### src/hw/rtl/glzwd_pkg.sv
package glzwd_pkg;

  localparam int CODE_W = 12;
  localparam int NFE_W = CODE_W + 1;
  localparam int PIX_W = 8;
  localparam int CW_W = 4;
  localparam int SIZE_W = 4;
  localparam int STAT_W = 2;

  localparam int TABLE_ENTRIES_DEF = 4096;
  localparam int MAX_CODE_WIDTH_DEF = 12;
  localparam logic [SIZE_W-1:0] MIN_SIZE_RESET = 4'd8;
  localparam logic [SIZE_W-1:0] MIN_SIZE_LO = 4'd2;
  localparam logic [SIZE_W-1:0] MIN_SIZE_HI = 4'd8;

  localparam logic [STAT_W-1:0] ST_OK = 2'd0;
  localparam logic [STAT_W-1:0] ST_END = 2'd1;
  localparam logic [STAT_W-1:0] ST_CORRUPT = 2'd2;
  localparam logic [STAT_W-1:0] ST_REFUSED = 2'd3;

  localparam logic [1:0] PH_NONE = 2'd0;
  localparam logic [1:0] PH_ROOT = 2'd1;
  localparam logic [1:0] PH_LINK = 2'd2;

  localparam logic MODE_SUBMIT = 1'b0;
  localparam logic MODE_PULL = 1'b1;

  typedef struct packed {
    logic mode;
    logic [CODE_W-1:0] code;
  } in_t;

  typedef struct packed {
    logic [PIX_W-1:0] pixel;
    logic pixel_valid;
    logic last_of_string;
    logic [CW_W-1:0] code_width;
    logic [STAT_W-1:0] status;
  } out_t;

  typedef struct packed {
    logic accept;
    logic restart;
    logic halt_end;
    logic halt_bad;
    logic refuse;
    logic first_lit;
    logic add;
    logic walk_step;
    logic walk_next;
    logic walk_done;
    logic set_prev;
    logic pull_root;
    logic pull_out;
    logic finish;
  } cmd_t;

  typedef struct packed {
    logic mode;
    logic pending;
    logic phase_link;
    logic halted;
    logic first_exp;
    logic is_clear;
    logic is_end;
    logic lit_ok;
    logic code_bad;
    logic code_kwk;
    logic c_ge_first;
    logic c_ge_clear;
    logic pfx_ge_nxt;
  } sts_t;

  function automatic logic [SIZE_W-1:0] eff_size(input logic [SIZE_W-1:0] v);
    logic [SIZE_W-1:0] r;
    r = v;
    if (v < MIN_SIZE_LO) r = MIN_SIZE_LO;
    if (v > MIN_SIZE_HI) r = MIN_SIZE_HI;
    return r;
  endfunction

endpackage

### src/hw/rtl/glzwd_ctrl.sv
module glzwd_ctrl (
  input  logic            clk_i,
  input  logic            rst_ni,
  input  logic            start_i,
  input  glzwd_pkg::sts_t sts_i,
  output glzwd_pkg::cmd_t cmd_o,
  output logic            busy_o
);

  localparam logic [2:0] S_IDLE = 3'd0;
  localparam logic [2:0] S_DECODE = 3'd1;
  localparam logic [2:0] S_WALK = 3'd2;
  localparam logic [2:0] S_WWAIT = 3'd3;
  localparam logic [2:0] S_POST = 3'd4;

  logic [2:0] state_q, state_d;
  logic kwk_q, kwk_d;
  glzwd_pkg::cmd_t cmd;

  always_comb begin
    cmd = '0;
    state_d = state_q;
    kwk_d = kwk_q;
    unique case (state_q)
      S_IDLE: begin
        if (start_i) begin
          cmd.accept = 1'b1;
          state_d = S_DECODE;
        end
      end
      S_DECODE: begin
        state_d = S_IDLE;
        cmd.finish = 1'b1;
        if (sts_i.mode == glzwd_pkg::MODE_PULL) begin
          if (!sts_i.pending) cmd.refuse = 1'b1;
          else if (sts_i.phase_link) cmd.pull_out = 1'b1;
          else cmd.pull_root = 1'b1;
        end else if (sts_i.halted || sts_i.pending) begin
          cmd.refuse = 1'b1;
        end else if (sts_i.is_clear) begin
          cmd.restart = 1'b1;
        end else if (sts_i.is_end) begin
          cmd.halt_end = 1'b1;
        end else if (sts_i.first_exp) begin
          if (sts_i.lit_ok) cmd.first_lit = 1'b1;
          else cmd.halt_bad = 1'b1;
        end else if (sts_i.code_bad) begin
          cmd.halt_bad = 1'b1;
        end else begin
          // A code one past the table builds its own entry before the walk.
          cmd.finish = 1'b0;
          cmd.add = sts_i.code_kwk;
          kwk_d = sts_i.code_kwk;
          state_d = S_WALK;
        end
      end
      S_WALK: begin
        if (sts_i.c_ge_first) begin
          cmd.walk_step = 1'b1;
          state_d = S_WWAIT;
        end else if (sts_i.c_ge_clear) begin
          cmd.halt_bad = 1'b1;
          cmd.finish = 1'b1;
          state_d = S_IDLE;
        end else begin
          cmd.walk_done = 1'b1;
          state_d = S_POST;
        end
      end
      S_WWAIT: begin
        if (sts_i.pfx_ge_nxt) begin
          cmd.halt_bad = 1'b1;
          cmd.finish = 1'b1;
          state_d = S_IDLE;
        end else begin
          cmd.walk_next = 1'b1;
          state_d = S_WALK;
        end
      end
      S_POST: begin
        cmd.add = !kwk_q;
        cmd.set_prev = 1'b1;
        cmd.finish = 1'b1;
        state_d = S_IDLE;
      end
      default: begin
        state_d = S_IDLE;
      end
    endcase
  end

  always_ff @(posedge clk_i or negedge rst_ni) begin
    if (!rst_ni) begin
      state_q <= S_IDLE;
      kwk_q <= 1'b0;
    end else begin
      state_q <= state_d;
      kwk_q <= kwk_d;
    end
  end

  assign cmd_o = cmd;
  assign busy_o = (state_q != S_IDLE);

endmodule

### config.mk
export PLATFORM = sky130hd
export DESIGN_NAME = glzwd_ctrl
export DESIGN_NICKNAME = d
export VERILOG_FILES = /design/src/hw/rtl/glzwd_pkg.sv /design/src/hw/rtl/glzwd_ctrl.sv
export SDC_FILE = /design/constraint.sdc
export NUM_CORES = 1
export LEC_CHECK = 0
export BUFFER_PORTS_ARGS = -buffer_cell sky130_fd_sc_hd__buf_2
export CORE_AREA = 2 2 42 44
export CTS_BUF_LIST = sky130_fd_sc_hd__clkbuf_4
export DETAILED_ROUTE_END_ITERATION = 12
export DIE_AREA = 0 0 44 46
export GPL_ROUTABILITY_DRIVEN = 1
export PLACE_DENSITY_LB_ADDON = 0.05
export SKIP_LAST_GASP = 1
export SLEW_MARGIN = 20
export SYNTH_ARGS = -nofsm -noshare
export SYNTH_HDL_FRONTEND = slang
export SYNTH_SLANG_ARGS = --single-unit
### constraint.sdc
create_clock -name clk_i -period 1.3 [get_ports clk_i]
set_input_delay 0 -clock clk_i [delete_from_list [all_inputs] [get_ports clk_i]]
set_output_delay 0 -clock clk_i [all_outputs]
set_load 0.05 [all_outputs]
==> impl_summary.txt <==
----------------------------------------------------
[Synthesis]
  Flip-flop and latch count after synthesis ... 4
  Share of synthesized registers carrying an async set or reset ... 100%
  Cell area after synthesis ... 372 um2
  Top_reg_cell synth ... dfrtp_1
  Post-synthesis average cell area ... 8.85 um2
  Number of flops mapped to enable cells by yosys ... 0
  Leading post-synthesis cells by instance count ... 4 x dfrtp_1, 4 x nor3b_1, 3 x inv_1, 3 x nand2_1, 3 x nor2_1
  Cell types with the largest area share after synthesis ... dfrtp_1 27%, nor3b_1 8.1%, nor3b_4 5.1%
  Nets in the synthesized netlist ... 58
  Yosys warning count ... 0
  Gate count of the mapped netlist ... 42
  Fraction of synthesized cell area taken by the top area cell type ... 26.9%
  Sequential share of the synthesized area ... 26.9%
  Cell type contributing the most total cell area after synthesis ... dfrtp_1
  Post-synth cell types ... 27

[Timing]
  Final slew viol count ... 0
  Setup TNS ... -1.41 ns
  Max_slew headroom ... 78.3%
  Final Setup Violations ... 12
  Unrepaired setup endpoints after global routing ... true
  Actual slew at the worst max-slew pin ... 0.323 ns
  Number of hold violations in the final report ... 0
  Tcrit/Tclk final ... 113%
  Final WS setup ... -0.173 ns
  Time the worst path needs with I/O delays and setup ... 1.47 ns
  Maximum clock frequency ... 679 MHz
  Layout Skew ... 0.00968 ns

[Routing]
  Total wire length after detailed routing ... 1100 um
  DRC Markers ... 0
  Average vias per placed instance ... 4.78
  Final ANT Viol Nets ... 0
  Detailed Routing Iterations Pass 1 ... 2
  Routed WL per cell ... 10.7 um
  First DRT Iteration DRCs ... 1
  Number of vias in the routed layout ... 488

[Layout]
  Total Nets Final ... 102
  Area grow syn2layout ... 135%
  Layout cells sized above 1 ... 70.6%
  ANT cells ... 0
  Final instance area ... 873 um2

[Placement]
  Final Wtd Congestion ... 0.672
  Placed Area ... 688 um2
  IO buf count ... 30
  Estimated wirelength of the detail-placed design ... 875 um

[GRT]
  GRT Util Overall ... 11.9%
  Remaining global-route overflow ... 0
  Maximum number of pins on one net before global-route repair ... 6
  Number of antenna violations at the first check in global routing ... 0
  Vias in the first global route ... 453
  First-pass GRT wire length ... 1780 um

[Critical path]
  Worst endpoint data arrival time ... 1.47 ns
  Worst path required time ... 1.30 ns
  Maximum fanout along the worst path ... 4
  Crit path capture type ... output pin
  Category of the most critical setup path ... register to output pin
  Kind of start point of the critical path ... register

[CTS]
  Clk slew on worst S/H paths ... 0.04 ns
  Clock latency of the later-clocked register in the worst-skew pair ... 0.24 ns
  H-tree depth ... 1
  Total clock sinks ... 4
  Clock buffer count from CTS ... 3
  Clock tree from TritonCTS ... built
  CTS max path bufs ... 2
  Buffer cell driving the clock tree root ... clkbuf_4

[Floorplan]
  I/O pin count ... 31
  Area of the die ... 2020 um2
  Rows ... 15
  Starting density of the core ... 23.0%
  Die Y ... 46 um
  Core Footprint ... 1610 um2
  Width of the die ... 44 um

[Worst hold path]
  Worst min path class ... primary input to register

[Job]
  # Max-Cap Violations ... 0

[Pwr]
  Maximum vdd drop ... 0.000410 V
  Power density of the placed cells ... 606 nW/um2
  Tot Pwr ... 0.000529 W
  Cell leakage power ... 0.424 nW

[Run status]
  Run status ... complete, but fails checks
  Violations in the final reports ... negative setup slack

----------------------------------------------------
## layout by cell type, fill, tap and decap left out, drive strengths merged, types with 2 or more instances in the layout
cell type and instances:
buf 38, clkbuf 4, dfrtp 4, dlygate4sd3 2, inv 3, nand2 3
nand3 2, nor2 4, nor3 2, nor3b 5, nor4 2, or3b 2
## timing repair
| item | 4_1_cts | 5_1_grt |
|---|---|---|
| buffers inserted | 0 | 0 |
| resized for setup | 34 | 6 |
| hold buffers | 2 | 0 |
| pin swaps | 11 | 2 |
| hold endpoints to repair | 5 | 0 |
| endpoints found under the setup margin | 16 | 17 |
## worst max-delay path: stages, from the launching register on
cell and delay [ns]:
dfrtp_1 0.40, or3b_1 0.38, a21oi_2 0.15, o21bai_4 0.13, buf_6 0.17
## sequential cells by signal, summed over array words and instances (netlist names)
signal,flops
kwk_q,1
state_q,3
## worst paths after layout
check                                       start                     end  slack (ns)  cells after the start
setup / recovery           state_q[0]$_DFFE_PN0P_               cmd_o[10]       -0.17                      4
hold / removal                           sts_i[2]  state_q[2]$_DFFE_PN0P_        0.02                      2
setup reg to reg           state_q[0]$_DFFE_PN0P_  state_q[1]$_DFFE_PN0P_        0.05                      4
hold reg to reg                 kwk_q$_DFFE_PN0P_       kwk_q$_DFFE_PN0P_        0.55                      2
max in group asynchronous                  rst_ni  state_q[1]$_DFFE_PN0P_        1.08                      2
min in group asynchronous                  rst_ni  state_q[0]$_DFFE_PN0P_        0.09                      2
## power breakdown
group | internal (W) | leakage [nW] | switching (W) | total [W]
logic | 0.0000921 | 0.358 | 0.000112 | 0.000204
registers | 0.000130 | 0.0479 | 0.00000342 | 0.000133
clock network | 0.000136 | 0.0184 | 0.0000555 | 0.000192
## per-layer routing
layer | global-route usage [%] | vias up | part of all wire (%) | wire (um)
met2 | 22.1 | 19 | 59 | 649
met1 | 12.8 | 227 | 34 | 370
met5 | 0 | - | 0 | 0
met4 | 7.27 | 0 | 0 | 0
li1 | - | 242 | - | -
met3 | 1.19 | 0 | 6.9 | 76
## stage by stage
| stage | hold slack (ns) | std cells | util, % | worst slack [ns] |
|---|---|---|---|---|
| 6_report | 0.0163 | 102 | 54.1 | -0.173 |
| 5_1_grt | 0.0319 | 102 | 54.1 | -0.241 |
| 2_1_floorplan | -0.296 | 42 | - | -0.181 |
| 4_1_cts | 0.00990 | 102 | 52.7 | -0.182 |
| 3_3_place_gp | -0.193 | 96 | 42.6 | -0.0302 |
| 3_5_place_dp | -0.193 | 96 | 42.6 | -0.0511 |
## final cells by class
cell class | instances | area [um2]
Multi-Input combinational cell | 34 | 359
Tap cell | 17 | 21.3
Clock buffer | 4 | 30.0
Fill cell | 159 | 741
Timing Repair Buffer | 40 | 350
Inverter | 3 | 11.3
Sequential cell | 4 | 101
## cell families after synthesis
logic type	share of synthesized area [%]
buffers and inverters	6.06
AND/OR/NAND/NOR	53.9
multiplexers	2.69
flip-flops	26.9
AO/OA/AOI/OAI	10.4
Power figures use the tool's default switching activity.
